<file path="src/hdl/tco_pkg.sv">
// shared types, constants and step functions for the cell outflow block
`timescale 1ns / 1ps
`default_nettype none

package tco_pkg;

   localparam int WATER_BITS    = 32;
   localparam int HEIGHT_BITS   = 16;
   localparam int DIV_BITS      = 16;
   localparam int PROD_BITS     = WATER_BITS + HEIGHT_BITS;
   localparam int NUM_NEIGH     = 8;
   localparam int COUNT_BITS    = 4;
   localparam int SREM_BITS     = COUNT_BITS - 1;
   localparam int QUEUE_DEPTH   = 4;
   localparam int QPTR_BITS     = $clog2(QUEUE_DEPTH);
   localparam int DIV_STAGES    = 8;
   localparam int DIV_STEPS     = WATER_BITS / DIV_STAGES;
   localparam int SHARE_STAGES  = 4;
   localparam int SHARE_STEPS   = WATER_BITS / SHARE_STAGES;
   localparam int PIPE_DEPTH    = 1 + DIV_STAGES + SHARE_STAGES;
   localparam int CSR_ADDR_BITS = 3;
   localparam int CSR_DATA_BITS = 32;
   localparam int REG_INDEX_BIT = 2;

   localparam logic [WATER_BITS-1:0] DRY_THRESHOLD_RESET = WATER_BITS'(65);
   localparam logic [DIV_BITS-1:0]   FLOW_DIVISOR_RESET  = DIV_BITS'(3200);

   localparam logic REG_DRY_THRESHOLD = 1'b0;
   localparam logic REG_FLOW_DIVISOR  = 1'b1;

   typedef enum logic [1:0] {
      MODE_DRY,
      MODE_ALL,
      MODE_DIV
   } mode_type;

   typedef struct packed {
      mode_type                mode;
      logic [WATER_BITS-1:0]   water;
      logic [HEIGHT_BITS-1:0]  drop;
      logic [NUM_NEIGH-1:0]    targets;
      logic [COUNT_BITS-1:0]   count;
   } class_type;

   typedef struct packed {
      mode_type                mode;
      logic [WATER_BITS-1:0]   water;
      logic [WATER_BITS-1:0]   acc;
      logic [DIV_BITS-1:0]     rem;
      logic [WATER_BITS-1:0]   flow;
      logic [SREM_BITS-1:0]    srem;
      logic [COUNT_BITS-1:0]   count;
      logic [NUM_NEIGH-1:0]    targets;
   } pipe_type;

   typedef struct packed {
      logic [WATER_BITS-1:0]   outflow;
      logic [WATER_BITS-1:0]   share_each;
      logic [NUM_NEIGH-1:0]    target_mask;
      logic [WATER_BITS-1:0]   water_left;
   } result_type;

   // restoring long division, quotient bits shift into acc from the bottom
   function automatic pipe_type div_stage(pipe_type p, logic [DIV_BITS-1:0] divisor);
      pipe_type           r;
      logic [DIV_BITS:0]  trial;
      r = p;
      for (int s = 0; s < DIV_STEPS; s++) begin
         trial = {r.rem, r.acc[WATER_BITS-1]};
         if (trial >= {1'b0, divisor}) begin
            r.rem = DIV_BITS'(trial - {1'b0, divisor});
            r.acc = {r.acc[WATER_BITS-2:0], 1'b1};
         end else begin
            r.rem = trial[DIV_BITS-1:0];
            r.acc = {r.acc[WATER_BITS-2:0], 1'b0};
         end
      end
      return r;
   endfunction

   function automatic pipe_type share_stage(pipe_type p);
      pipe_type              r;
      logic [COUNT_BITS-1:0] trial;
      r = p;
      for (int s = 0; s < SHARE_STEPS; s++) begin
         trial = {r.srem, r.acc[WATER_BITS-1]};
         if (trial >= r.count) begin
            r.srem = SREM_BITS'(trial - r.count);
            r.acc  = {r.acc[WATER_BITS-2:0], 1'b1};
         end else begin
            r.srem = trial[SREM_BITS-1:0];
            r.acc  = {r.acc[WATER_BITS-2:0], 1'b0};
         end
      end
      return r;
   endfunction

   // pick the outflow once the quotient is done and restart acc as dividend
   function automatic pipe_type load_flow(pipe_type p);
      pipe_type r;
      r = p;
      case (p.mode)
         MODE_DRY: r.flow = '0;
         MODE_ALL: r.flow = p.water;
         MODE_DIV: r.flow = p.acc;
         default:  r.flow = '0;
      endcase
      r.acc  = r.flow;
      r.srem = '0;
      return r;
   endfunction

endpackage

`default_nettype wire

</file>
<file path="src/hdl/tco_back.sv">
// back end: multiply, pipelined divide by the divisor, split among targets
`timescale 1ns / 1ps
`default_nettype none

module tco_back (
   input  wire logic                          clock,
   input  wire logic                          reset,
   input  wire tco_pkg::class_type            head_item,
   input  wire logic                          queue_empty,
   output logic                               queue_pop,
   input  wire logic [tco_pkg::DIV_BITS-1:0]  flow_divisor,
   output tco_pkg::result_type                result,
   output logic                               result_empty,
   input  wire logic                          result_pop
);

   tco_pkg::pipe_type                 pipe_ff [tco_pkg::PIPE_DEPTH];
   tco_pkg::pipe_type                 pipe_in [tco_pkg::PIPE_DEPTH];
   logic [tco_pkg::PIPE_DEPTH-1:0]    valid_ff, valid_in;
   tco_pkg::result_type               out_ff, out_in;
   logic                              out_valid_ff;
   logic                              advance;
   logic [tco_pkg::PROD_BITS-1:0]     prod;
   tco_pkg::pipe_type                 last;

   // whole pipeline moves together; it holds only while a result waits
   assign advance      = !out_valid_ff || result_pop;
   assign queue_pop    = advance && !queue_empty;
   assign result       = out_ff;
   assign result_empty = !out_valid_ff;

   always_comb begin
      prod = head_item.water * head_item.drop;
      pipe_in[0].mode    = head_item.mode;
      pipe_in[0].water   = head_item.water;
      pipe_in[0].acc     = prod[tco_pkg::WATER_BITS-1:0];
      pipe_in[0].rem     = prod[tco_pkg::PROD_BITS-1:tco_pkg::WATER_BITS];
      pipe_in[0].flow    = '0;
      pipe_in[0].srem    = '0;
      pipe_in[0].count   = head_item.count;
      pipe_in[0].targets = head_item.targets;
      for (int k = 1; k < tco_pkg::PIPE_DEPTH; k++) begin
         if (k <= tco_pkg::DIV_STAGES) begin
            pipe_in[k] = tco_pkg::div_stage(pipe_ff[k-1], flow_divisor);
         end else if (k == tco_pkg::DIV_STAGES + 1) begin
            pipe_in[k] = tco_pkg::share_stage(tco_pkg::load_flow(pipe_ff[k-1]));
         end else begin
            pipe_in[k] = tco_pkg::share_stage(pipe_ff[k-1]);
         end
      end
      valid_in = {valid_ff[tco_pkg::PIPE_DEPTH-2:0], !queue_empty};
   end

   always_comb begin
      last                = pipe_ff[tco_pkg::PIPE_DEPTH-1];
      out_in.outflow      = last.flow;
      out_in.share_each   = last.acc;
      out_in.target_mask  = last.targets;
      out_in.water_left   = last.water - last.flow;
   end

   always_ff @(posedge clock) begin
      if (reset) begin
         valid_ff     <= '0;
         out_valid_ff <= 1'b0;
      end else if (advance) begin
         valid_ff     <= valid_in;
         out_valid_ff <= valid_ff[tco_pkg::PIPE_DEPTH-1];
      end
   end

   always_ff @(posedge clock) begin
      if (advance) begin
         for (int k = 0; k < tco_pkg::PIPE_DEPTH; k++) begin
            pipe_ff[k] <= pipe_in[k];
         end
         out_ff <= out_in;
      end
   end

endmodule

`default_nettype wire

</file>
<file path="config.mk">
export PLATFORM = sky130hd
export DESIGN_NAME = tco_back
export DESIGN_NICKNAME = d
export VERILOG_FILES = /design/src/hdl/tco_pkg.sv /design/src/hdl/tco_back.sv
export SDC_FILE = /design/constraint.sdc
export NUM_CORES = 2
export LEC_CHECK = 0
export ABC_CLOCK_PERIOD_IN_PS = 42200
export BUFFER_PORTS_ARGS = -buffer_cell sky130_fd_sc_hd__buf_2
export CORE_ASPECT_RATIO = 0.7
export CORE_UTILIZATION = 55
export CTS_CLUSTER_SIZE = 28
export DETAILED_ROUTE_END_ITERATION = 8
export PLACE_DENSITY = 0.74
export SLEW_MARGIN = 15
export SYNTH_ARGS = -nofsm -noshare
export SYNTH_HDL_FRONTEND = slang
export SYNTH_SLANG_ARGS = --single-unit
</file>
<file path="constraint.sdc">
create_clock -name clock -period 42.2 [get_ports clock]
set_input_delay 2.11 -clock clock [delete_from_list [all_inputs] [get_ports clock]]
set_output_delay 2.11 -clock clock [all_outputs]
set_load 0.05 [all_outputs]
</file>
### After elaboration in Yosys (flattened, before gate mapping)

Memories as Yosys holds them, arrays and structs flattened.
Index checks and enable logic that the tools add are counted.

* $add $sub $neg: 65
* multipliers: 1
* order comparisons: 64
* equality and inequality tests: 2
* multiplexer cells: 99
* reduce and logical (&&, ||, !) cells: 4

Operators by type and width (count)
* 17-bit by 16-bit greater-or-equal comparator with 1-bit output: 32
* 17-bit 2-to-1 mux: 32
* 16-bit subtractor: 32
* 4-bit greater-or-equal comparator: 31
* 3-bit 2-to-1 mux: 32
* 3-bit subtractor: 31
* 32-bit case mux with 2 select lines: 1
* 32-bit by 16-bit multiplier with 48-bit output: 1
* 1-bit 2-to-1 mux: 34
* 32-bit subtractor: 1
* 1-bit by 4-bit greater-or-equal comparator with 1-bit output: 1
* 1-bit by 3-bit subtractor with 3-bit output: 1
* 2-bit by 1-bit == test with 1-bit output, second input constant: 1
* 2-bit == test, second input constant: 1
* 1-bit zero test: 2
* 1-bit logical AND: 1
* 1-bit logical OR: 1

* register bits after elaboration: 118
* RAM bits: 1677
* memories kept: 1

Memories
* pipe_ff: words 13, width 129, rd ports 13, clocked after Yosys merged registers in 0, wr ports 13, RTL line tco_back.sv:17 `tco_pkg::pipe_type pipe_ff [tco_pkg::PIPE_DEPTH];`

### Longest topological paths before layout

An unclocked memory read counts as a cell.

* depth after elaboration: 19
* depth in mapped cells: 65

### Worst setup path after synthesis

No wires, ideal clock.

* path type: input-to-reg
* start point: input port result_pop
* end point: memory pipe_ff[0][0] (netlist name) (enable)
* library setup time: 2.206 ns
* arrival: 38.085 ns
* path slack: 1.908 ns
* stages on the path: 3
* path through: nor2_1 -> inv_1 -> clkbuf_1

RTL lines
* start, declared: RTL line tco_back.sv:14 `input wire logic result_pop`
* end, declared: RTL line tco_back.sv:17

==> run metrics <==
vias in the first global route=59.10k; hold path start=pipe_ff[0][523]; WL met2=around 90000 um; Hold Crit Depth=0; CP Capture Type=register; Area Overhead vs Synth=8.905%; post-synthesis cell count=7837; Post-CTS Hold Fix Bufs=0; worst-path maximum fanout=31; R2R depth=54; worst slew pin tran=1158 ps; area fraction in compound gates after synthesis=a little over a tenth; Post-synth ARST share=0%; final instance area=0.09823 mm^2; Routed Antenna Nets=0; Max-Cap Viols=0; Global Route Usage Sum=25.18%; Worst Skew=56.66 ps; die area=0.1656 mm^2; vias=between 60k and 70k; CP dominant cell by count=buf_4; # setup viols final=0; GPL Wtd Cong=0.9061; outcome=finished clean; HPWL after DPL=about 150000 um; Clock Tree Buf Depth=3; Seq/Total Area, Yosys=roughly 44%; DP Area=0.09384 mm^2; post-cts resize count=0; unrepaired setup endpoints after global routing=no; Core Rows=between 100 and 150; Worst Hold End=pipe_ff[0][652]; share of the synthesized area in the top cell type=44.05%; Synth area leader=edfxtp_1; final worst path period share=36.31%; WP data required=42710 ps; DRC errors left=0; total grt overflow=0; most common cell in the netlist=edfxtp_1; worst r2r src=pipe_ff[1][267]; Worst-path clk slew=60 ps; slack of the critical path=26880 ps; Max Used Layer=met4; M1 WL=96300 um; worst min path class=reg -> reg; Setup TNS Final=0 ps; initial antenna violation count=11; Die Y=340.8 um; Sink Count=1337; largest family of logic cells by synthesized area=adder cells; Adder-Cell Fraction of Synth Area=roughly 22%; Slew headroom=22.52%; global-route wire length before repair=326600 um; top_reg_cell synth=edfxtp_1; CTS tree=built; cell types occupying the most area after synthesis=edfxtp_1 44%, ha_1 11%, fa_1 11%; #FFs+latches synth=1337; # IOs=188; routed vias/inst=~5.8; Die Width=486.0 um; Initial Util=approximately 56%; CP Class=in -> reg; drt pass-1 iters=6; number of port buffers=187; CP max stage delay=between 700 and 800 ps; pin count of the biggest net entering global routing=188; setup bufs post-CTS=0; RR Endpoint=pipe_ff[1][400]; Crit-path slowest cell=nor2_1; First DRT Iteration DRCs=5063; R2R Setup Slk=just under 30000 ps; core area=0.1617 mm^2; simple-gate share of the synthesized area=10.19%; share of cells above drive strength 1=10.06%; EDFF count, synth=~1.3k; mux cell area share after synthesis=4.442%; synthesized area per cell=11.51 um^2; Met3 Wirelength=15460 um; CTS buffer count=130; post-synthesis net count=approximately 9k; CTS H-Tree Depth=4; DP Worst Slack=26400 ps; YS warnings=0; most instantiated cells after synthesis=1323 x edfxtp_1, 791 x ha_1, 778 x inv_1; Final Hold Fails=0; Netlist cell types=101; Fmax=about 65 MHz; nets=9415; Routed WL=208800 um; DR WL/cell=20.15 um; synthesized cell area=0.09020 mm^2; Final Critical Period=15320 ps; Post-Synth XOR/XNOR Area=4.438%; fin. max-slew vios=0; Clock Latency Late Sink=between 700 and 800 ps; crit path DAT=~16000 ps; CTS Root Cell=clkbuf_16; CP Launch Type=primary input
==> routing by layer <==
layer / global-route usage [%] / up-vias
met5: 0 / -
met4: 8.459 / 0
met3: 4.448 / 344
met2: 37.53 / 2086
met1: 37.23 / 29401
li1: - / 28513
==> state kept, by name, indices dropped and copies added (netlist names) <==
| register | cells |
|---|---|
| out_valid_ff | 1 |
| result | 104 |
| pipe_ff | 1219 |
| valid_ff | 13 |
==> cells by family after synthesis <==
family | Yosys count
AND/OR/NAND/NOR | 1945
AO/OA/AOI/OAI | 1524
flip-flops | 1337
adder cells (fa/ha/maj) | 1271
buffers and inverters | 942
XOR/XNOR | 457
multiplexers | 361
==> worst max path at each step <==
| stage | end | startpoint | slack [ps] | cells after the start |
|---|---|---|---|---|
| after detailed placement | pipe_ff[0][568] | flow_divisor[1] | 26400 | 49 |
| after global routing | pipe_ff[0][568] | flow_divisor[1] | 25860 | 50 |
| after floorplan | pipe_ff[0][0] | result_pop | 1910 | 3 |
| after CTS | pipe_ff[0][568] | flow_divisor[1] | 27150 | 49 |
| after global placement | pipe_ff[0][577] | flow_divisor[1] | 26680 | 49 |
| final | pipe_ff[0][568] | flow_divisor[1] | 26880 | 49 |
==> critical path: cells and delay by family <==
| family | cells | cell delay, ps |
|---|---|---|
| AOI/OAI and AO/OA | 26 | 7100 |
| buffers and inverters | 10 | 2430 |
| and+or+nand+nor | 7 | 1920 |
| adders and majority gates | 4 | 1340 |
| muxes | 2 | 840 |
==> layout make-up <==
| type | instances | area [um^2] |
|---|---|---|
| fillers | 12651 | 63520 |
| multi-input cells | 5558 | 46650 |
| flip-flops and latches | 1337 | 40010 |
| clock buffers | 157 | 3450 |
| inverters | 783 | 2947 |
| well taps | 2187 | 2736 |
| repair buffers | 252 | 1499 |
| clock inverters | 75 | 912.1 |
| diodes | 11 | 27.53 |
==> metrics by stage <==
step / hold slack, ps / utilization [%] / std cells
finish: 393.6 / 60.73 / 10360
global route: 410.6 / 60.72 / 10356
CTS: 394.9 / 60.71 / 10349
detailed placement: 404.5 / 58.01 / 10117
global placement: 400.2 / 58.01 / 10117
floorplan: 400.3 / - / 7837
==> cells in the final DEF, fill, tap and decap left out, types with 117 or more instances in the layout <==
cell	count
mux2_2	276
o21ai_0	298
buf_2	187
ha_1	790
fa_1	480
and2_1	193
inv_1	776
a21o_1	187
nor2_1	445
nor3_1	117
edfxtp_1	1323
xnor2_1	321
nand2_1	683
xor2_1	136
clkbuf_16	134
a21oi_1	475
Power is left out: the tool's default activity adds up to more than one toggle a clock period on the data nets, which glitch-free logic cannot reach.
