--- src/hdl/tco_pkg.sv ---
// shared types, constants and step functions for the cell outflow block
`timescale 1ns / 1ps
`default_nettype none

package tco_pkg;

   localparam int WATER_BITS    = 32;
   localparam int HEIGHT_BITS   = 16;
   localparam int DIV_BITS      = 16;
   localparam int PROD_BITS     = WATER_BITS + HEIGHT_BITS;
   localparam int NUM_NEIGH     = 8;
   localparam int COUNT_BITS    = 4;
   localparam int SREM_BITS     = COUNT_BITS - 1;
   localparam int QUEUE_DEPTH   = 4;
   localparam int QPTR_BITS     = $clog2(QUEUE_DEPTH);
   localparam int DIV_STAGES    = 8;
   localparam int DIV_STEPS     = WATER_BITS / DIV_STAGES;
   localparam int SHARE_STAGES  = 4;
   localparam int SHARE_STEPS   = WATER_BITS / SHARE_STAGES;
   localparam int PIPE_DEPTH    = 1 + DIV_STAGES + SHARE_STAGES;
   localparam int CSR_ADDR_BITS = 3;
   localparam int CSR_DATA_BITS = 32;
   localparam int REG_INDEX_BIT = 2;

   localparam logic [WATER_BITS-1:0] DRY_THRESHOLD_RESET = WATER_BITS'(65);
   localparam logic [DIV_BITS-1:0]   FLOW_DIVISOR_RESET  = DIV_BITS'(3200);

   localparam logic REG_DRY_THRESHOLD = 1'b0;
   localparam logic REG_FLOW_DIVISOR  = 1'b1;

   typedef enum logic [1:0] {
      MODE_DRY,
      MODE_ALL,
      MODE_DIV
   } mode_type;

   typedef struct packed {
      mode_type                mode;
      logic [WATER_BITS-1:0]   water;
      logic [HEIGHT_BITS-1:0]  drop;
      logic [NUM_NEIGH-1:0]    targets;
      logic [COUNT_BITS-1:0]   count;
   } class_type;

   typedef struct packed {
      mode_type                mode;
      logic [WATER_BITS-1:0]   water;
      logic [WATER_BITS-1:0]   acc;
      logic [DIV_BITS-1:0]     rem;
      logic [WATER_BITS-1:0]   flow;
      logic [SREM_BITS-1:0]    srem;
      logic [COUNT_BITS-1:0]   count;
      logic [NUM_NEIGH-1:0]    targets;
   } pipe_type;

   typedef struct packed {
      logic [WATER_BITS-1:0]   outflow;
      logic [WATER_BITS-1:0]   share_each;
      logic [NUM_NEIGH-1:0]    target_mask;
      logic [WATER_BITS-1:0]   water_left;
   } result_type;

   // restoring long division, quotient bits shift into acc from the bottom
   function automatic pipe_type div_stage(pipe_type p, logic [DIV_BITS-1:0] divisor);
      pipe_type           r;
      logic [DIV_BITS:0]  trial;
      r = p;
      for (int s = 0; s < DIV_STEPS; s++) begin
         trial = {r.rem, r.acc[WATER_BITS-1]};
         if (trial >= {1'b0, divisor}) begin
            r.rem = DIV_BITS'(trial - {1'b0, divisor});
            r.acc = {r.acc[WATER_BITS-2:0], 1'b1};
         end else begin
            r.rem = trial[DIV_BITS-1:0];
            r.acc = {r.acc[WATER_BITS-2:0], 1'b0};
         end
      end
      return r;
   endfunction

   function automatic pipe_type share_stage(pipe_type p);
      pipe_type              r;
      logic [COUNT_BITS-1:0] trial;
      r = p;
      for (int s = 0; s < SHARE_STEPS; s++) begin
         trial = {r.srem, r.acc[WATER_BITS-1]};
         if (trial >= r.count) begin
            r.srem = SREM_BITS'(trial - r.count);
            r.acc  = {r.acc[WATER_BITS-2:0], 1'b1};
         end else begin
            r.srem = trial[SREM_BITS-1:0];
            r.acc  = {r.acc[WATER_BITS-2:0], 1'b0};
         end
      end
      return r;
   endfunction

   // pick the outflow once the quotient is done and restart acc as dividend
   function automatic pipe_type load_flow(pipe_type p);
      pipe_type r;
      r = p;
      case (p.mode)
         MODE_DRY: r.flow = '0;
         MODE_ALL: r.flow = p.water;
         MODE_DIV: r.flow = p.acc;
         default:  r.flow = '0;
      endcase
      r.acc  = r.flow;
      r.srem = '0;
      return r;
   endfunction

endpackage

`default_nettype wire

--- src/hdl/tco_front.sv ---
// front end: finds the lowest in-grid neighbor below the cell, the targets and the flow mode
`timescale 1ns / 1ps
`default_nettype none

module tco_front (
   input  wire logic [tco_pkg::WATER_BITS-1:0]                          water,
   input  wire logic [tco_pkg::HEIGHT_BITS-1:0]                         own_height,
   input  wire logic [tco_pkg::NUM_NEIGH-1:0][tco_pkg::HEIGHT_BITS-1:0] heights,
   input  wire logic [tco_pkg::NUM_NEIGH-1:0]                           in_grid,
   input  wire logic [tco_pkg::WATER_BITS-1:0]                          dry_threshold,
   input  wire logic [tco_pkg::DIV_BITS-1:0]                            flow_divisor,
   output tco_pkg::class_type                                           item
);

   logic [tco_pkg::NUM_NEIGH-1:0]                             lower;
   logic [tco_pkg::NUM_NEIGH-1:0][tco_pkg::HEIGHT_BITS-1:0]   cand;
   logic [3:0][tco_pkg::HEIGHT_BITS-1:0]                      lvl1;
   logic [1:0][tco_pkg::HEIGHT_BITS-1:0]                      lvl2;
   logic [tco_pkg::HEIGHT_BITS-1:0]                           hmin;
   logic [tco_pkg::HEIGHT_BITS-1:0]                           drop;
   logic [tco_pkg::NUM_NEIGH-1:0]                             targets;
   logic [tco_pkg::COUNT_BITS-1:0]                            count;

   // neighbors that are not candidates read as all ones, above any lower one
   always_comb begin
      for (int i = 0; i < tco_pkg::NUM_NEIGH; i++) begin
         lower[i] = in_grid[i] && (heights[i] < own_height);
         cand[i]  = lower[i] ? heights[i] : '1;
      end
      for (int i = 0; i < 4; i++) begin
         lvl1[i] = (cand[2*i] < cand[2*i+1]) ? cand[2*i] : cand[2*i+1];
      end
      for (int i = 0; i < 2; i++) begin
         lvl2[i] = (lvl1[2*i] < lvl1[2*i+1]) ? lvl1[2*i] : lvl1[2*i+1];
      end
      hmin = (lvl2[0] < lvl2[1]) ? lvl2[0] : lvl2[1];
      drop = own_height - hmin;
      count = '0;
      for (int i = 0; i < tco_pkg::NUM_NEIGH; i++) begin
         targets[i] = in_grid[i] && (heights[i] == hmin);
         count      = count + tco_pkg::COUNT_BITS'(targets[i]);
      end
   end

   always_comb begin
      item.water = water;
      if (!((water > dry_threshold) && (|lower))) begin
         item.mode    = tco_pkg::MODE_DRY;
         item.drop    = '0;
         item.targets = '0;
         item.count   = tco_pkg::COUNT_BITS'(1);
      end else begin
         if ((flow_divisor == '0) || (drop >= flow_divisor)) begin
            item.mode = tco_pkg::MODE_ALL;
         end else begin
            item.mode = tco_pkg::MODE_DIV;
         end
         item.drop    = drop;
         item.targets = targets;
         item.count   = count;
      end
   end

endmodule

`default_nettype wire

--- config.mk ---
export PLATFORM = sky130hd
export DESIGN_NAME = tco_front
export DESIGN_NICKNAME = d
export VERILOG_FILES = /design/src/hdl/tco_pkg.sv /design/src/hdl/tco_front.sv
export SDC_FILE = /design/constraint.sdc
export NUM_CORES = 1
export LEC_CHECK = 0
export ABC_AREA = 0
export BUFFER_PORTS_ARGS = -buffer_cell sky130_fd_sc_hd__buf_2
export CORE_ASPECT_RATIO = 0.8
export CORE_MARGIN = 2
export CORE_UTILIZATION = 40
export DETAILED_ROUTE_END_ITERATION = 12
export GPL_TIMING_DRIVEN = 0
export PLACE_DENSITY = 0.65
export SETUP_SLACK_MARGIN = 0.4
export SYNTH_ARGS = -nofsm -noshare
export SYNTH_HDL_FRONTEND = slang
export SYNTH_SLANG_ARGS = --single-unit
--- constraint.sdc ---
create_clock -name vclk -period 17
set_input_delay 2.55 -clock vclk [all_inputs]
set_output_delay 2.55 -clock vclk [all_outputs]
set_load 0.05 [all_outputs]
* After elaboration in Yosys (flattened, before gate mapping) *
Cells that the tools add are included.

cells by class
  $add $sub $neg = 8
  $lt $le $gt $ge = 17
  eq/ne operators = 8
  multiplexer cells = 18
  reduce and logical (&&, ||, !) cells = 20

operators by type and width
  cell                                    count
  16-bit less-than comparator             15
  16-bit 2-to-1 mux                       15
  16-bit equality test                    8
  32-bit > comparator                     1
  28-bit 2-to-1 mux                       1
  1-bit logical AND                       17
  4-bit by 1-bit adder with 4-bit output  4
  16-bit greater-or-equal comparator      1
  16-bit zero test                        1
  16-bit subtractor                       1
  8-bit OR reduction                      1
  3-bit by 1-bit adder with 4-bit output  1
  2-bit 2-to-1 mux                        2
  2-bit by 1-bit adder with 3-bit output  1
  1-bit by 1-bit adder with 2-bit output  1
  1-bit logical OR                        1

storage, ports and cells
  register bits = 0
  input port bits = 232

* Longest topological paths before layout *
Gate-level depths: netlist of the first run.

  depth after elaboration = 19
  depth in mapped cells = 68
  depth with buffers taken out = 61

* Least setup slack after synthesis of the first run *
No wires, ideal clock.

  kind = input-to-output
  start point = input own_height[15] (netlist bit)
  end point = output item[3] (netlist bit)
  arrival = 15.774 ns
  path slack = -1.324 ns
  stages = 54
  path buffers = 4
  cell sequence = inv_1 ha_1 nand4_1 or4_1 a2111o_1 nand3_1 clkbuf_1 nor2_1 ha_1 a21o_1 a221o_1 a221o_1 or4_4 a311oi_2 a21oi_2 clkbuf_1 a21boi_0 inv_1 (+18 left out) a21oi_1 nand3_1 a221oi_1 o31a_1 or2_4 buf_8 mux2i_4 clkinv_2 xnor2_1 or4_1 or4_4 fa_1 inv_1 fa_1 fa_1 ha_1 a21oi_1 nor3b_1

RTL lines
  what         RTL line         RTL
  from (decl)  tco_front.sv:7   input wire logic [tco_pkg::HEIGHT_BITS-1:0] own_height,
  to (decl)    tco_front.sv:12  output tco_pkg::class_type item

==> results of run 1 <==
==> critical path, delay by kind of cell <==
kind	cells	cell delay, ns
adders and majority gates	9	3.12
xor gates and xnor gates	2	0.36
buffers and inverters	15	2.13
muxes	1	0.27
AOI/OAI and AO/OA	22	4.31
and+or+nand+nor	11	2.44
==> cell families after synthesis <==
logic type	count (synthesis)
mux	33
simple gates	492
fa+ha+maj	287
compound gates	410
xor+xnor	136
buf+inv	222
==> routing by layer <==
layer | wire length [microns] | GRT usage (%) | vias to the layer above
li1 | - | - | 6655
met1 | 24000 | 46.1 | 6717
met2 | 23500 | 55.0 | 698
met3 | 5760 | 8.26 | 144
met4 | 2170 | 11.0 | 2
met5 | 13 | 0 | -
==> how the worst max path moves through the flow <==
stage,to,slack (ns),depth (start not counted)
floorplan,item[2],-0.08,55
global placement,item[61],-3.54,61
detailed placement,item[61],-3.48,61
CTS,item[2],-0.88,59
global route,item[2],-1.13,60
finish,item[2],-0.76,60
==> cells in the final DEF (no fill, tap or decap), types with 58 or more instances in the layout <==
| cell | netlist | routed |
|---|---|---|
| buf_2 | 8 | 275 |
| ha_1 | 282 | 252 |
| buf_4 | 36 | 168 |
| nor2_1 | 145 | 129 |
| inv_1 | 145 | 123 |
| a21oi_1 | 97 | 82 |
| xor2_1 | 80 | 76 |
| nand2_1 | 81 | 74 |
| nand4_1 | 62 | 62 |
| o21ai_0 | 85 | 58 |
==> repair_timing <==
action,CTS,global route
pin swaps,103,63
hold buffers,0,0
setup endpoints to repair,30,21
gates cloned,2,1
buffers inserted,127,27
resized for setup,225,138
==> where the power goes <==
group	switching, mW	total (mW)	internal, mW	leakage [nW]
sequential	0	0	0	0
combinational	1.69	3.02	1.33	8.12
clock	0	0.0000000236	0.0000000236	0.0000190
total	1.69	3.02	1.33	8.12
==> final cells by class <==
| type | instances | share of cell area (%) |
|---|---|---|
| multi-input cells | 1358 | 70.7 |
| repair buffers | 451 | 18.8 |
| plain buffers | 76 | 3.92 |
| inverters | 146 | 3.70 |
| well taps | 370 | 2.79 |
| diodes | 3 | 0.0452 |
==> flow_metrics.py, run 1 <==
metrics = {
    "synth": {
        "yosys.area.top_type": "ha_1",
        "syn_inst": 1580,
        "synth_fa_ha_area_share_pct": 31.4,
        "yosysTopAreaCellShare_pct": 30.5,
        "synth_cell_types": 88,
        "synth.most_common_cell": "ha_1",
        "ys_top_cells_by_count": "ha_1, inv_1, nor2_1",
        "synth_area_leaders": "ha_1, xor2_1, inv_1, nor2_1, xnor2_1",
        "netlist_area_sq_um": 11600,
        "synth_top_family_by_area": "adder cells",
        "synth_nets": 2099,
        "synth_xor_area_share_pct": 10.3,
        "ys_seq_area_share_pct": 0,
        "synth_mux_area_share_pct": 3.04,
        "syn_area_per_cell_sq_um": 7.31,
        "synth-simple-area-share_pct": 22.0,
        "synth-compound-area-share_pct": 24.4,
        "yosysWarnings": 0,
    },
    "global_routing": {
        "antenna_found_initial": 4,
        "grt_pass1_vias": 13700,
        "grt_max_degree": 11,
        "grt_pass1_wl_microns": 80500,
        "grtUsageTotal_pct": 34.6,
        "overflow": 0,
    },
    "layout": {
        "n_clock_buffer": 0,
        "stdcell_count": 2404,
        "drive_gt1_share_pct": 37.1,
        "areaGrowthSynthToFinish_pct": 43.8,
        "postLayoutCoreUtil_pct": 58.6,
        "multi_input_area_sq_um": 11700,
        "final.fill_count": 2635,
        "nFlopsAndLatches": 0,
        "fin_nets": 2552,
        "register_area_sq_um": 0,
        "finalInstanceArea_sq_um": 16600,
    },
    "place": {
        "io_buffers": 294,
        "place_hpwl_microns": 42700,
        "dpl_worst_slack_ns": -3.48,
        "place_area_sq_um": 13800,
        "gp_congestion": 1.01,
        "dp_cells": 2244,
    },
    "floorplan": {
        "coreArea_sq_um": 28400,
        "die_h_microns": 156,
        "die-area_sq_um": 30300,
        "fp-row-count": 55,
        "die_x_microns": 194,
        "pin_count": 294,
        "start_util_pct": 40.7,
    },
    "sta": {
        "slew_headroom_pct": 36.6,
        "finalHoldViolations": 0,
        "holdWs_ns": 5.52,
        "slew_violations": 0,
        "rsz0062_at_grt": "true",
        "tightest_slew_ns": 0.948,
        "layout_min_cycle_time_ns": 17.76,
        "finalSetupViolCount": 6,
        "fmax_ghz": 0.0563,
        "setup_ws_ns": -0.762,
        "fin_crit_sh_pct": 104,
        "tns_ns": -3.47,
    },
    "worst_setup_path": {
        "cp_slowest_stage_delay_ns": 0.60,
        "critPathArrivalTime_ns": 15.21,
        "critPathMaxFanout": 9,
        "worstSetupStartpointType": "input port",
        "critical_path_required_ns": 14.45,
        "cpMostUsedCell": "a21o_1",
        "cp-end-kind": "output pin",
        "slowest_stage": "fa_2",
        "crit_type": "in -> out",
        "cp-startpoint": "own_height[9]",
    },
    "detailed_routing": {
        "drtIter0Drc": 1141,
        "firstDrtPassIters": 6,
        "ant_nets": 0,
        "viasPerCell": 5.91,
        "wl_per_cell_microns": 23.1,
        "drt_wl_total_microns": 55500,
        "drc": 0,
        "vias": 14200,
    },
    "status": {
        "status": "finished with violations",
        "violations": "negative setup slack",
    },
    "power_and_ir_drop": {
        "ir_worst_vdd_mv": 0.124,
        "finalPower_mw": 3.02,
        "power_leakage_nw": 8.12,
        "p_per_area_nw_per_um2": 182,
    },
    "worst_hold_path": {
        "min_path_cells": 3,
        "hold_path.class": "in -> out",
        "hold_end": "item[44]",
        "worstHoldStart": "water[16]",
    },
    "job": {
        "cap_viol_max_count": 0,
    },
}
Note: power is estimated with default switching activity, not from simulation.
==> run 2, diff against run 1 <==
--- a/config.mk
+++ b/config.mk
@@ -8,11 +8,10 @@
 export ABC_AREA = 0
 export BUFFER_PORTS_ARGS = -buffer_cell sky130_fd_sc_hd__buf_2
 export CORE_ASPECT_RATIO = 0.8
-export CORE_MARGIN = 2
-export CORE_UTILIZATION = 40
+export CORE_UTILIZATION = 52
 export DETAILED_ROUTE_END_ITERATION = 12
 export GPL_TIMING_DRIVEN = 0
-export PLACE_DENSITY = 0.65
+export PLACE_DENSITY = 0.82
 export SETUP_SLACK_MARGIN = 0.4
 export SYNTH_ARGS = -nofsm -noshare
 export SYNTH_HDL_FRONTEND = slang
==> run 2 against run 1 <==
- the flow still finishes with violations (negative setup slack)
- global-route usage up 9.5 points
- critical endpoint unchanged
- non-clock buffer count decreased by 1
- power down 0.25%
==> flow_metrics.py, run 2 (synthesis results as in run 1) <==
metrics = {
    "power_and_ir_drop": {
        "switching_share_pct": 56.3,
        "power_frac_comb_pct": 100.0,
        "p_per_area_nw_per_um2": 186,
        "power_frac_seq_pct": 0,
        "power_leakage_nw": 8.03,
        "clockPowerShare_pct": 0,
        "intPower_mw": 1.32,
        "p_sw_mw": 1.70,
        "ir_worst_vdd_mv": 0.133,
    },
    "worst_setup_path": {
        "cp-startpoint": "own_height[10]",
        "cpMostUsedCell": "a21o_1",
        "critPathMaxFanout": 10,
        "cp_slowest_stage_delay_ns": 0.80,
        "crit_type": "in -> out",
        "cp-end-kind": "output pin",
        "critPathArrivalTime_ns": 15.55,
        "crit_path_end": "item[2]",
        "slowest_stage": "nor4_1",
        "critical_path_required_ns": 14.45,
        "worstSetupStartpointType": "input port",
    },
    "layout": {
        "final_common_cell": "buf_2",
        "drive_gt1_share_pct": 36.8,
        "register_area_sq_um": 0,
        "postLayoutCoreUtil_pct": 74.8,
        "final.fill_count": 1551,
        "areaGrowthSynthToFinish_pct": 40.4,
        "fin_nets": 2551,
        "nFlopsAndLatches": 0,
        "n_clock_buffer": 0,
        "final_cell_mix": "buf_2, ha_1, buf_4",
        "stdcell_count": 2332,
    },
    "floorplan": {
        "pin_count": 294,
        "die_h_microns": 135,
        "start_util_pct": 53.3,
        "coreArea_sq_um": 21700,
        "die_x_microns": 169,
        "die-area_sq_um": 22800,
        "fp-row-count": 48,
    },
    "detailed_routing": {
        "viasPerCell": 6.49,
        "drtIter0Drc": 1883,
        "vias": 15100,
        "drt_wl_total_microns": 55100,
        "firstDrtPassIters": 6,
        "drc": 0,
        "wl_per_cell_microns": 23.6,
        "ant_nets": 0,
    },
    "job": {
        "cap_viol_max_count": 0,
    },
    "sta": {
        "fin_crit_sh_pct": 106,
        "slew_headroom_pct": 35.9,
        "fmax_ghz": 0.0552,
        "setup_ws_ns": -1.10,
        "finalSetupViolCount": 9,
        "holdWs_ns": 5.52,
        "layout_min_cycle_time_ns": 18.10,
        "tightest_slew_ns": 0.962,
        "slew_violations": 0,
        "rsz0062_at_grt": "true",
        "finalHoldViolations": 0,
    },
    "global_routing": {
        "grtUsageTotal_pct": 44.1,
        "grt_max_degree": 11,
        "grtUsageMet2_pct": 68.6,
        "use_met1_pct": 55.6,
        "overflow": 0,
        "antenna_found_initial": 2,
        "grt_pass1_wl_microns": 77300,
        "busiest_layer": "met2",
        "grt_pass1_vias": 13900,
        "grt_util_met3_pct": 11.7,
    },
    "status": {
        "status": "finished with violations",
        "violations": "negative setup slack",
    },
    "place": {
        "gp_congestion": 1.03,
        "place_hpwl_microns": 40000,
        "io_buffers": 294,
        "dp_cells": 2174,
    },
    "cts": {
        "cts_hold_buf": 0,
    },
    "worst_hold_path": {
        "min_path_cells": 3,
        "hold_path.class": "in -> out",
    },
}
## run 2: repair_timing
action / 4_1_cts / 5_1_grt
resized for setup: 182 / 148
setup buffers: 108 / 44
hold endpoints to repair: 0 / 0
setup endpoints to repair: 29 / 22
cloned: 2 / 2
pin swaps: 68 / 62
## run 2: stage by stage
stage               setup WS (ns)  TNS (ns)  instance area [sq um]  power [mW]
global route                -1.30     -9.01                  16200        3.15
finish                      -1.10     -6.03                  16200        3.02
global placement            -2.94    -37.77                  13700        2.14
floorplan                 -0.0803   -0.0884                  11800        1.64
detailed placement          -3.09    -41.24                  13700        2.19
CTS                        -0.841     -3.81                  15300        2.58
## run 2: final cells by class
| type | instances | area, sq um | share of cell area (%) |
|---|---|---|---|
| diodes | 2 | 5.00 | 0.0308 |
| well taps | 300 | 375 | 2.31 |
| multi-input cells | 1358 | 11600 | 71.5 |
| repair buffers | 450 | 2980 | 18.4 |
| plain buffers | 76 | 649 | 4.00 |
| inverters | 146 | 609 | 3.76 |
## run 2: critical path: cells and delay by family
family	cells	cell delay, ns
AO/OA/AOI/OAI	20	4.29
XOR/XNOR	2	0.25
adder cells (fa/ha/maj)	8	2.68
buffers and inverters	13	2.10
multiplexers	2	0.72
AND/OR/NAND/NOR	10	2.93
## run 2: worst min-delay path by stage
stage / from / to
6_report: water[14] / item[42]
4_1_cts: water[11] / item[39]
2_1_floorplan: water[0] / item[28]
3_5_place_dp: water[14] / item[42]
5_1_grt: water[14] / item[42]
3_3_place_gp: water[29] / item[57]
## run 2: power groups by stage
stage          logic, mW  clock network [mW]  registers (mW)
3_3_place_gp        2.14                   0               0
5_1_grt             3.15       0.00000000787               0
6_report            3.02        0.0000000212               0
3_5_place_dp        2.19                   0               0
2_1_floorplan       1.64                   0               0
4_1_cts             2.58                   0               0
## run 2: layer usage
| metal | vias to the layer above | wire, microns |
|---|---|---|
| met5 | - | 0 |
| li1 | 6660 | - |
| met1 | 6902 | 20300 |
| met4 | 0 | 4270 |
| met2 | 1211 | 22700 |
| met3 | 371 | 7810 |
