`src/hdl/tco_pkg.sv`:
```
// shared types, constants and step functions for the cell outflow block
`timescale 1ns / 1ps
`default_nettype none

package tco_pkg;

   localparam int WATER_BITS    = 32;
   localparam int HEIGHT_BITS   = 16;
   localparam int DIV_BITS      = 16;
   localparam int PROD_BITS     = WATER_BITS + HEIGHT_BITS;
   localparam int NUM_NEIGH     = 8;
   localparam int COUNT_BITS    = 4;
   localparam int SREM_BITS     = COUNT_BITS - 1;
   localparam int QUEUE_DEPTH   = 4;
   localparam int QPTR_BITS     = $clog2(QUEUE_DEPTH);
   localparam int DIV_STAGES    = 8;
   localparam int DIV_STEPS     = WATER_BITS / DIV_STAGES;
   localparam int SHARE_STAGES  = 4;
   localparam int SHARE_STEPS   = WATER_BITS / SHARE_STAGES;
   localparam int PIPE_DEPTH    = 1 + DIV_STAGES + SHARE_STAGES;
   localparam int CSR_ADDR_BITS = 3;
   localparam int CSR_DATA_BITS = 32;
   localparam int REG_INDEX_BIT = 2;

   localparam logic [WATER_BITS-1:0] DRY_THRESHOLD_RESET = WATER_BITS'(65);
   localparam logic [DIV_BITS-1:0]   FLOW_DIVISOR_RESET  = DIV_BITS'(3200);

   localparam logic REG_DRY_THRESHOLD = 1'b0;
   localparam logic REG_FLOW_DIVISOR  = 1'b1;

   typedef enum logic [1:0] {
      MODE_DRY,
      MODE_ALL,
      MODE_DIV
   } mode_type;

   typedef struct packed {
      mode_type                mode;
      logic [WATER_BITS-1:0]   water;
      logic [HEIGHT_BITS-1:0]  drop;
      logic [NUM_NEIGH-1:0]    targets;
      logic [COUNT_BITS-1:0]   count;
   } class_type;

   typedef struct packed {
      mode_type                mode;
      logic [WATER_BITS-1:0]   water;
      logic [WATER_BITS-1:0]   acc;
      logic [DIV_BITS-1:0]     rem;
      logic [WATER_BITS-1:0]   flow;
      logic [SREM_BITS-1:0]    srem;
      logic [COUNT_BITS-1:0]   count;
      logic [NUM_NEIGH-1:0]    targets;
   } pipe_type;

   typedef struct packed {
      logic [WATER_BITS-1:0]   outflow;
      logic [WATER_BITS-1:0]   share_each;
      logic [NUM_NEIGH-1:0]    target_mask;
      logic [WATER_BITS-1:0]   water_left;
   } result_type;

   // restoring long division, quotient bits shift into acc from the bottom
   function automatic pipe_type div_stage(pipe_type p, logic [DIV_BITS-1:0] divisor);
      pipe_type           r;
      logic [DIV_BITS:0]  trial;
      r = p;
      for (int s = 0; s < DIV_STEPS; s++) begin
         trial = {r.rem, r.acc[WATER_BITS-1]};
         if (trial >= {1'b0, divisor}) begin
            r.rem = DIV_BITS'(trial - {1'b0, divisor});
            r.acc = {r.acc[WATER_BITS-2:0], 1'b1};
         end else begin
            r.rem = trial[DIV_BITS-1:0];
            r.acc = {r.acc[WATER_BITS-2:0], 1'b0};
         end
      end
      return r;
   endfunction

   function automatic pipe_type share_stage(pipe_type p);
      pipe_type              r;
      logic [COUNT_BITS-1:0] trial;
      r = p;
      for (int s = 0; s < SHARE_STEPS; s++) begin
         trial = {r.srem, r.acc[WATER_BITS-1]};
         if (trial >= r.count) begin
            r.srem = SREM_BITS'(trial - r.count);
            r.acc  = {r.acc[WATER_BITS-2:0], 1'b1};
         end else begin
            r.srem = trial[SREM_BITS-1:0];
            r.acc  = {r.acc[WATER_BITS-2:0], 1'b0};
         end
      end
      return r;
   endfunction

   // pick the outflow once the quotient is done and restart acc as dividend
   function automatic pipe_type load_flow(pipe_type p);
      pipe_type r;
      r = p;
      case (p.mode)
         MODE_DRY: r.flow = '0;
         MODE_ALL: r.flow = p.water;
         MODE_DIV: r.flow = p.acc;
         default:  r.flow = '0;
      endcase
      r.acc  = r.flow;
      r.srem = '0;
      return r;
   endfunction

endpackage

`default_nettype wire

```
`src/hdl/tco_queue.sv`:
```
// short queue of classified items between front and back
`timescale 1ns / 1ps
`default_nettype none

module tco_queue (
   input  wire logic               clock,
   input  wire logic               reset,
   input  wire logic               push,
   input  wire tco_pkg::class_type push_item,
   output logic                    full,
   input  wire logic               pop,
   output tco_pkg::class_type      head_item,
   output logic                    empty
);

   tco_pkg::class_type               entries_ff [tco_pkg::QUEUE_DEPTH];
   logic [tco_pkg::QPTR_BITS-1:0]    wr_ptr_ff, wr_ptr_in;
   logic [tco_pkg::QPTR_BITS-1:0]    rd_ptr_ff, rd_ptr_in;
   logic [tco_pkg::QPTR_BITS:0]      count_ff, count_in;
   logic                             do_push;
   logic                             do_pop;

   assign full      = (count_ff == (tco_pkg::QPTR_BITS+1)'(tco_pkg::QUEUE_DEPTH));
   assign empty     = (count_ff == '0);
   assign do_push   = push && !full;
   assign do_pop    = pop && !empty;
   assign head_item = entries_ff[rd_ptr_ff];

   always_comb begin
      wr_ptr_in = do_push ? wr_ptr_ff + 1'b1 : wr_ptr_ff;
      rd_ptr_in = do_pop  ? rd_ptr_ff + 1'b1 : rd_ptr_ff;
      count_in  = count_ff;
      if (do_push && !do_pop) begin
         count_in = count_ff + 1'b1;
      end else if (do_pop && !do_push) begin
         count_in = count_ff - 1'b1;
      end
   end

   always_ff @(posedge clock) begin
      if (reset) begin
         wr_ptr_ff <= '0;
         rd_ptr_ff <= '0;
         count_ff  <= '0;
      end else begin
         wr_ptr_ff <= wr_ptr_in;
         rd_ptr_ff <= rd_ptr_in;
         count_ff  <= count_in;
      end
   end

   always_ff @(posedge clock) begin
      if (do_push) begin
         entries_ff[wr_ptr_ff] <= push_item;
      end
   end

endmodule

`default_nettype wire

```
`config.mk`:
```
export PLATFORM = sky130hd
export DESIGN_NAME = tco_queue
export DESIGN_NICKNAME = d
export VERILOG_FILES = /design/src/hdl/tco_pkg.sv /design/src/hdl/tco_queue.sv
export SDC_FILE = /design/constraint.sdc
export NUM_CORES = 1
export LEC_CHECK = 0
export BUFFER_PORTS_ARGS = -buffer_cell sky130_fd_sc_hd__buf_2
export CAP_MARGIN = 20
export CORE_MARGIN = 2
export CORE_UTILIZATION = 61
export CTS_CLUSTER_DIAMETER = 50
export CTS_CLUSTER_SIZE = 25
export DETAILED_ROUTE_END_ITERATION = 10
export HOLD_SLACK_MARGIN = 0.03
export PLACE_DENSITY = 0.87
export SYNTH_ARGS = -nofsm -noshare
export SYNTH_HDL_FRONTEND = slang
export SYNTH_SLANG_ARGS = --single-unit
```
`constraint.sdc`:
```
create_clock -name clock -period 6.6 [get_ports clock]
set_input_delay 0 -clock clock [delete_from_list [all_inputs] [get_ports clock]]
set_output_delay 0 -clock clock [all_outputs]
set_load 0.01 [all_outputs]
```
Word level (Yosys, flattened, before mapping) --
Memory sizes are Yosys's and may differ from the RTL's. A register that Yosys moved wholly into a read port is not among the register bits. Cells that the tools add are included. Widths: inputs -> output; s select.
Storage, ports and cells: bits in registers 7, memories kept 1, input port bits 66, bits in writable memories 248, output and inout port bits 64, logic and storage cells 25
Cells by class: $add $sub $neg 4, equality and inequality tests 1, muxes and demuxes 6, reductions and logical operators 10
Memories:
- entries_ff | depth 4, width 62, read ports 1, clocked after Yosys merged registers in 1, wr ports 1, line tco_queue.sv:16 | tco_pkg::class_type entries_ff [tco_pkg::QUEUE_DEPTH];
Operator list (count):
- $mux 3 | 2
- $add 2x1->2 const B | 2
- $logic_and 1x1->1 | 4
- $logic_not 1->1 | 4
- $mux 2 | 2
- $add 3x1->3 const B | 1
- $eq 3x3->1 const B | 1
- $logic_not 3->1 | 1
- $sub 3x1->3 const B | 1
- $mux 1 | 2
- $reduce_bool 2->1 | 1

Logic depth before layout (Yosys ltp) --
Gate-level depths: netlist of the first run.
depth after elaboration 7, depth in mapped cells 8, depth with buffers taken out 8

Worst setup path before layout of the first run --
Ideal clock, no wire load.
path type register to register, start reg count_ff[0] (netlist bit), end mem entries_ff[0][0] (netlist bit), enable pin, slack 3.852 ns, cell stages (with the launch flop) 4, arrival time 2.322 ns, period minus slack after synthesis 2.748 ns, data required time 6.174 ns, cells stage by stage dfxtp_1 -> nor3b_2 -> nor2_1 -> and2_1
Between the ends: word-level cells in the longest chain between the ends 5
RTL lines:
- from (decl) | line tco_queue.sv:19 | logic [tco_pkg::QPTR_BITS:0] count_ff, count_in;
- from (signal assigned) | line tco_queue.sv:48 | count_ff <= count_in;
- $eq 3x3->1 | line tco_queue.sv:23 | assign full = (count_ff == (tco_pkg::QPTR_BITS+1)'(tco_pkg::QUEUE_DEPTH));
- net full | line tco_queue.sv:10 | output logic full,
- $logic_not 1->1 | line tco_queue.sv:25 | assign do_push = push && !full;
- $logic_and 1x1->1 | line tco_queue.sv:25
- net do_push | line tco_queue.sv:20 | logic do_push;
- $mux 1 | line tco_queue.sv:53 | if (do_push) begin
- $mux 1 (not written as such) | line tco_queue.sv:54 | entries_ff[wr_ptr_ff] <= push_item;
- to (decl) | line tco_queue.sv:16
The timed path passes the listed nets, and every way through them passes these cells.

==> key figures, run 1 <==
Setup path
  – Slowest CP cell: dfxtp_4
  – Reg2reg path depth: 8
  – Setup crit start kind: register
  – CP max stage delay: 0.70 ns
  – Worst path required time: 6.60 ns
  – Reg2reg end: count_ff[2]$_SDFFE_PP0P_
  – CP max FO: 35
  – Worst R2R Setup Slack: 4.17 ns
  – Top delay family on crit path: buffers and inverters
  – Worst-path cell chain: buf_4, mux4_1, buf_2
  – CP arrival: 2.75 ns
  – WP buf/inv: 2
  – Setup CP Type: register to output pin
  – CP Capture Type: output pin
  – Reg2reg start: count_ff[0]$_SDFFE_PP0P_

Synthesis
  – Cells after Synth: 372
  – Synthesized Nets: 444
  – Mapped cell area: 9480 sq um
  – Synth cell types: 23
  – Area share of the largest cell type after synthesis: 0.785
  – Sequential area share after synthesis: 0.804
  – Synth Warn #: 0
  – Syn avg cell area: 25.5 sq um
  – #FFs+latches synth: 257
  – Area contributors post-synth: edfxtp_1 (79%), mux4_2 (14%), dfxtp_1 (1.9%)
  – Top cell type by total area after synthesis: edfxtp_1

Power and ir drop
  – Pwr dens: 358 nW/um^2
  – Total power: 4.11 mW
  – Net load switching power: 1.11 mW
  – Pint: 3.00 mW
  – Pleak: 3.91 nW
  – Clock network power share: 0.274
  – Combinational share of power: 0.219
  – Sw Ratio: 0.271
  – Maximum VDD drop: 0.237 mV
  – Seq pwr share: 0.506

Floorplanning
  – Die ar.: 16600 sq um
  – Die Y: 129 um
  – Initial Util: 0.624
  – IO Pins: 130
  – Core ar.: 15200 sq um
  – Die width: 129 um
  – Rows: 45

Finish
  – Post-layout net count: 646
  – Final instance area: 11500 sq um
  – Final Core Density: 0.755
  – Area growth syn-to-layout: 21.1%
  – Diode count: 0
  – Share of post-route cells with drive strength above 1: 0.388

Detailed routing
  – TritonRoute pass-1 iters: 4
  – Wire per inst: 21.5 um
  – Antenna Nets Post-Route: 0
  – Via density: 5.77
  – Iter 0 DRT Violations: 349
  – Via count: 4469
  – DRC errors left: 0
  – Final WL: 16700 um

STA
  – Min Tclk post-route: 2.75 ns
  – Endpoints failing hold: 0
  – Max Slew Vio Count: 0
  – Clk_skew: 0.0225 ns
  – Unrepaired setup endpoints after global routing: no
  – Worst Tran Pin Value: 0.972 ns
  – Final period utilization: 0.416
  – Endpoints failing setup: 0
  – FMAX: 364 MHz
  – Max_slew headroom: 0.352
  – Setup TNS: 0 ns

GRT
  – GRT overflow: 0
  – Antenna violations before repair: 0
  – Total Routing Usage GR: 0.209
  – First-pass GRT wire length: 26100 um
  – Vias in the first global route: 4945
  – Largest net degree at the start of global routing: 63

Clocking
  – Post-CTS Resized: 0
  – Clock Root Buffer: clkbuf_16
  – H-tree levels: 1
  – Worst skew pair latency: 0.50 ns
  – CTS tree: done
  – CTS Buf Count: 19
  – CTS sink count: 257
  – Clock buffer depth: 3
  – Clock slew at reported path FFs: 0.08 ns
  – Total setup buffers inserted after CTS: 0

Place
  – Dpl cell area: 10200 sq um
  – Placer congestion estimate: 0.682
  – Count of buffers from port buffering: 129
  – Hpwl dp: 8870 um

Run status
  – Status: completed

Hold path
  – Hold path start: push_item[38]
  – Hold Path Class: input pin to register
  – Hold endpoint: entries_ff[1][38]$_DFFE_PP_
  – Hold path cells: 2

Job
  – Total of max-cap violations: 0
-- sequential cells by signal, indices dropped and copies added (netlist names), named ones only --
| name | cells |
|---|---|
| rd_ptr_ff | 2 |
| entries_ff | 248 |
| wr_ptr_ff | 2 |
| count_ff | 3 |
-- power by group through the flow --
stage	Sequential, mW	Combinational, mW	Clock (mW)
3_5_place_dp	2.12	0.871	0
2_1_floorplan	2.03	0.705	0
4_1_cts	2.09	0.912	1.15
5_1_grt	2.11	0.972	1.21
3_3_place_gp	2.11	0.857	0
6_report	2.08	0.901	1.13
-- cell usage after synthesis --
cell type and instances:
dfxtp_1 9, buf_6 1, fa_1 1, mux2i_1 2
ha_1 5, or3_1 2, buf_12 6, o21ai_0 2
mux4_2 60, mux4_1 2, nor3b_2 1, nor2_1 6
a21oi_1 2, and2_1 4, o311ai_0 1, nor3_1 1
clkbuf_1 2, o31ai_2 1, nand2b_1 2, inv_1 4
edfxtp_1 248, buf_2 6, xor2_1 4
-- kinds of logic (layout without fill, tap and decap cells) --
kind of cell,Yosys count,count (layout),synth area share
DFF,257,257,0.804
muxes,64,64,0.150
buffers and inverters,19,234,0.0194
and+or+nand+nor,16,16,0.00950
adders and majority gates,6,6,0.00871
AOI/OAI and AO/OA,6,6,0.00435
xor gates and xnor gates,4,4,0.00369
-- cell usage in the layout (no fill, tap or decap) --
cell | netlist | final
a21oi_1 | 2 | 2
and2_4 | 0 | 4
buf_2 | 6 | 129
buf_4 | 0 | 1
clkbuf_1 | 2 | 1
clkbuf_16 | 0 | 19
clkinv_1 | 0 | 3
clkinv_2 | 0 | 2
clkinvlp_4 | 0 | 1
dfxtp_1 | 9 | 7
dfxtp_4 | 0 | 2
dlygate4sd3_1 | 0 | 66
edfxtp_1 | 248 | 248
fa_1 | 1 | 1
ha_1 | 5 | 5
inv_1 | 4 | 4
inv_12 | 0 | 2
inv_6 | 0 | 3
inv_8 | 0 | 3
mux2i_1 | 2 | 2
mux4_1 | 2 | 2
mux4_2 | 60 | 60
nand2b_1 | 2 | 2
nor2_1 | 6 | 6
nor3_1 | 1 | 1
nor3b_2 | 1 | 1
o21ai_0 | 2 | 2
o311ai_0 | 1 | 1
o31ai_2 | 1 | 1
or3_1 | 2 | 2
xor2_1 | 4 | 4
-- area by class of cell --
type                       count  area (sq um)
multi-input combinational     96          1680
inverter                       4          15.0
clock inverter                14           121
fill                         836          3720
tap                          188           235
clock buffer                  20           479
sequential                   257          7630
timing repair buffer         196          1310
-- what timing repair did --
item	in CTS	in global routing
hold buffers	66	0
endpoints found under the hold margin	257	0
setup endpoints to repair	0	0
-- how the worst max path moves through the flow --
stage	cells past startpoint	end	slack, ns	from
floorplan	3	entries_ff[0][0]$_DFFE_PP_	3.85	count_ff[0]$_SDFFE_PP0P_
global placement	3	head_item[55]	4.29	register
detailed placement	8	count_ff[2]$_SDFFE_PP0P_	4.22	count_ff[0]$_SDFFE_PP0P_
CTS	3	head_item[55]	3.70	register
global route	3	head_item[55]	3.61	register
finish	3	head_item[55]	3.85	register
-- through the flow --
stage / cells / hold slack, ns / setup slack [ns]
final: 775 / 0.240 / 3.85
after global routing: 775 / 0.240 / 3.61
after CTS: 775 / 0.229 / 3.70
after detailed placement: 675 / 0.216 / 4.22
after global placement: 675 / 0.209 / 4.29
after floorplan: 372 / 0.0989 / 3.85
-- per-layer routing --
layer  up-vias  track usage  part of all wire
met4         0       0.0512             0.017
li1       1989            -                 -
met1      2315        0.274              0.40
met5         -            0                 0
met3        24       0.0412             0.061
met2       141        0.367              0.53
Note: power is estimated with default switching activity, not from simulation.
==> inputs of run 2 (changes only) <==
--- a/config.mk
+++ b/config.mk
@@ -8,12 +8,12 @@
 export BUFFER_PORTS_ARGS = -buffer_cell sky130_fd_sc_hd__buf_2
 export CAP_MARGIN = 20
 export CORE_MARGIN = 2
-export CORE_UTILIZATION = 61
+export CORE_UTILIZATION = 57
 export CTS_CLUSTER_DIAMETER = 50
 export CTS_CLUSTER_SIZE = 25
 export DETAILED_ROUTE_END_ITERATION = 10
 export HOLD_SLACK_MARGIN = 0.03
-export PLACE_DENSITY = 0.87
+export PLACE_DENSITY = 0.82
 export SYNTH_ARGS = -nofsm -noshare
 export SYNTH_HDL_FRONTEND = slang
 export SYNTH_SLANG_ARGS = --single-unit
==> constraint.sdc (replaced) <==
create_clock -name clock -period 2.8 [get_ports clock]
set_input_delay 0 -clock clock [delete_from_list [all_inputs] [get_ports clock]]
set_output_delay 0 -clock clock [all_outputs]
set_load 0.01 [all_outputs]
==> run 2 against run 1 <==
Against the previous run:
- clock skew hardly changed
- critical path depth is 5 higher
- combinational power up 150%
- largest power group unchanged
- highest routed layer unchanged
==> key figures, run 2 (synthesis gave the netlist of run 1 again) <==
STA
  – Max_slew headroom: 0.416 (+0.0640)
  – Endpoints failing hold: 0 (unchanged)
  – Final period utilization: 0.848
  – Fin Hold WS: 0.247 ns (+0.00627 ns)
  – Worst Tran Pin Value: 0.876 ns (-0.0960 ns)
  – Max Slew Vio Count: 0 (unchanged)
  – Clk_skew: 0.0224 ns (-0.0000163 ns)
  – FMAX: 421 MHz
  – Min Tclk post-route: 2.37 ns
  – Unrepaired setup endpoints after global routing: no
  – Setup TNS: 0 ns (unchanged)
  – Endpoints failing setup: 0 (unchanged)

Setup path
  – Reg2reg start: count_ff[0]$_SDFFE_PP0P_
  – Setup crit start kind: register
  – CP arrival: 2.81 ns (+0.06 ns)
  – Reg2reg end: count_ff[2]$_SDFFE_PP0P_
  – Setup CP Type: register to register
  – CP max FO: 6 (-83%)
  – Worst R2R Setup Slack: 0.43 ns (-3.74 ns)
  – Worst Setup EP: count_ff[2]$_SDFFE_PP0P_
  – Worst path required time: 3.23 ns (-3.37 ns)
  – Critical path startpoint: count_ff[0]$_SDFFE_PP0P_
  – CP Capture Type: register
  – Reg2reg path depth: 8 (unchanged)

Detailed routing
  – DRC errors left: 0 (unchanged)
  – Via count: 4492 (+0.51%)
  – Final WL: 16800 um (+0.82%)
  – Antenna Nets Post-Route: 0 (unchanged)
  – Iter 0 DRT Violations: 317 (-9.2%)
  – Wire per inst: 20.7 um (-3.8%)
  – TritonRoute pass-1 iters: 4 (unchanged)
  – Via density: 5.53 (-4.1%)

Place
  – Placer congestion estimate: 0.771 (+13%)
  – Count of buffers from port buffering: 129 (unchanged)
  – Placed Cells: 713 (+5.6%)
  – Hpwl dp: 9810 um (+11%)
  – Dpl cell area: 10400 sq um (+1.6%)

Clocking
  – H-tree levels: 1 (unchanged)
  – CTS Buf Count: 19 (unchanged)
  – Clock buffer depth: 3 (unchanged)
  – CTS tree: done
  – Post-CTS Resized: 0 (unchanged)
  – Clock slew at reported path FFs: 0.08 ns (about the same)
  – Clock Root Buffer: clkbuf_16
  – Worst skew pair latency: 0.49 ns (about the same)
  – CTS sink count: 257 (unchanged)

Finish
  – Final Core Density: 0.710 (-0.0449)
  – Area occupied by multi-input gates: 1680 sq um (unchanged)
  – Reg area: 7630 sq um (unchanged)
  – Final instance area: 11700 sq um (+1.5%)
  – Most common cell after layout, fill and taps aside: edfxtp_1
  – Biggest register: entries_ff
  – Max reg flops: 248 (unchanged)
  – Post-layout net count: 651 (+0.77%)
  – Biggest regs: entries_ff (248), count_ff (3)
  – Share of post-route cells with drive strength above 1: 0.399 (+0.0109)
  – Final Instance Count excl. Fillers: 812 (+4.8%)
  – Fillers: 971 (+16%)
  – Area growth syn-to-layout: 22.9%
  – Most frequent cells in the layout: edfxtp_1 (248), buf_2 (129), dlygate4sd3_1 (65)

Floorplanning
  – Initial Util: 0.578 (-0.0458)
  – Rows: 47 (+4.4%)
  – Core ar.: 16400 sq um (+7.9%)
  – Die width: 133 um (+3.3%)
  – Die Y: 133 um (+3.3%)
  – Die ar.: 17700 sq um (+6.8%)
  – IO Pins: 130 (unchanged)

Hold path
  – Hold path cells: 2 (unchanged)
  – Hold Path Class: input pin to register

GRT
  – First-pass GRT wire length: 26600 um (+1.9%)
  – Antenna violations before repair: 1 (+1)
  – Largest net degree at the start of global routing: 63 (unchanged)
  – GRT overflow: 0 (unchanged)
  – Total Routing Usage GR: 0.198 (-0.0107)
  – Vias in the first global route: 4863 (-1.7%)

Power and ir drop
  – Sw Ratio: 0.272 (+0.00101)
  – Pwr dens: 840 nW/um^2 (+130%)
  – Pleak: 3.96 nW (+1.4%)
  – Pint: 7.13 mW (+140%)
  – Net load switching power: 2.66 mW (+140%)
  – Clock network power share: 0.273 (about the same)
  – Combinational share of power: 0.229 (+0.010)
  – Maximum VDD drop: 0.566 mV (+140%)
  – Seq pwr share: 0.498 (-0.008)

Run status
  – Status: completed

Job
  – Total of max-cap violations: 0 (unchanged)
-- run 2: routing by layer --
metal	part of all wire	global-route usage	vias up
li1	-	-	1997
met1	0.41	0.270	2306
met2	0.50	0.325	153
met3	0.061	0.0395	36
met4	0.029	0.0717	0
met5	0	0	-
-- run 2: final cells by class --
class                      count  area share
tap                          220      0.0236
multi-input combinational     96       0.144
timing repair buffer         201       0.122
sequential                   257       0.655
antenna                        1    0.000215
clock buffer                  19      0.0408
clock inverter                14      0.0126
inverter                       4     0.00129
-- run 2: critical path, cell delays in order (launching register included) --
cell,delay [ns]
dfxtp_1,0.50
nor3b_2,0.10
nor2_1,0.36
ha_1,0.28
inv_1,0.07
fa_1,0.38
xor2_1,0.17
or3_1,0.31
a21oi_1,0.14
-- run 2: repair_timing --
action,CTS,global route
endpoints found under the hold margin,257,0
hold buffers,65,0
setup buffers,0,0
-- run 2: power by group through the flow --
stage | logic (mW) | clock network, mW | registers (mW)
floorplan | 1.66 | 0 | 4.79
global placement | 2.16 | 0 | 4.95
detailed placement | 2.19 | 0 | 4.98
CTS | 2.28 | 2.73 | 4.90
global route | 2.41 | 2.87 | 4.93
finish | 2.24 | 2.68 | 4.88
-- run 2: through the flow --
| stage | setup slack (ns) | power [mW] |
|---|---|---|
| final | 0.426 | 9.79 |
| after global routing | 0.236 | 10.2 |
| after CTS | 0.404 | 9.91 |
| after detailed placement | 0.442 | 7.17 |
| after global placement | 0.613 | 7.10 |
| after floorplan | 0.0519 | 6.46 |
-- run 2: worst min-delay path by stage --
stage	startpoint	to	slack [ns]
2_1_floorplan	push_item[0]	entries_ff[0][0]$_DFFE_PP_	0.1
3_3_place_gp	push_item[7]	entries_ff[1][7]$_DFFE_PP_	0.21
3_5_place_dp	push_item[36]	entries_ff[3][36]$_DFFE_PP_	0.22
4_1_cts	push_item[36]	entries_ff[1][36]$_DFFE_PP_	0.24
5_1_grt	push_item[43]	entries_ff[2][43]$_DFFE_PP_	0.26
6_report	push_item[36]	entries_ff[1][36]$_DFFE_PP_	0.25
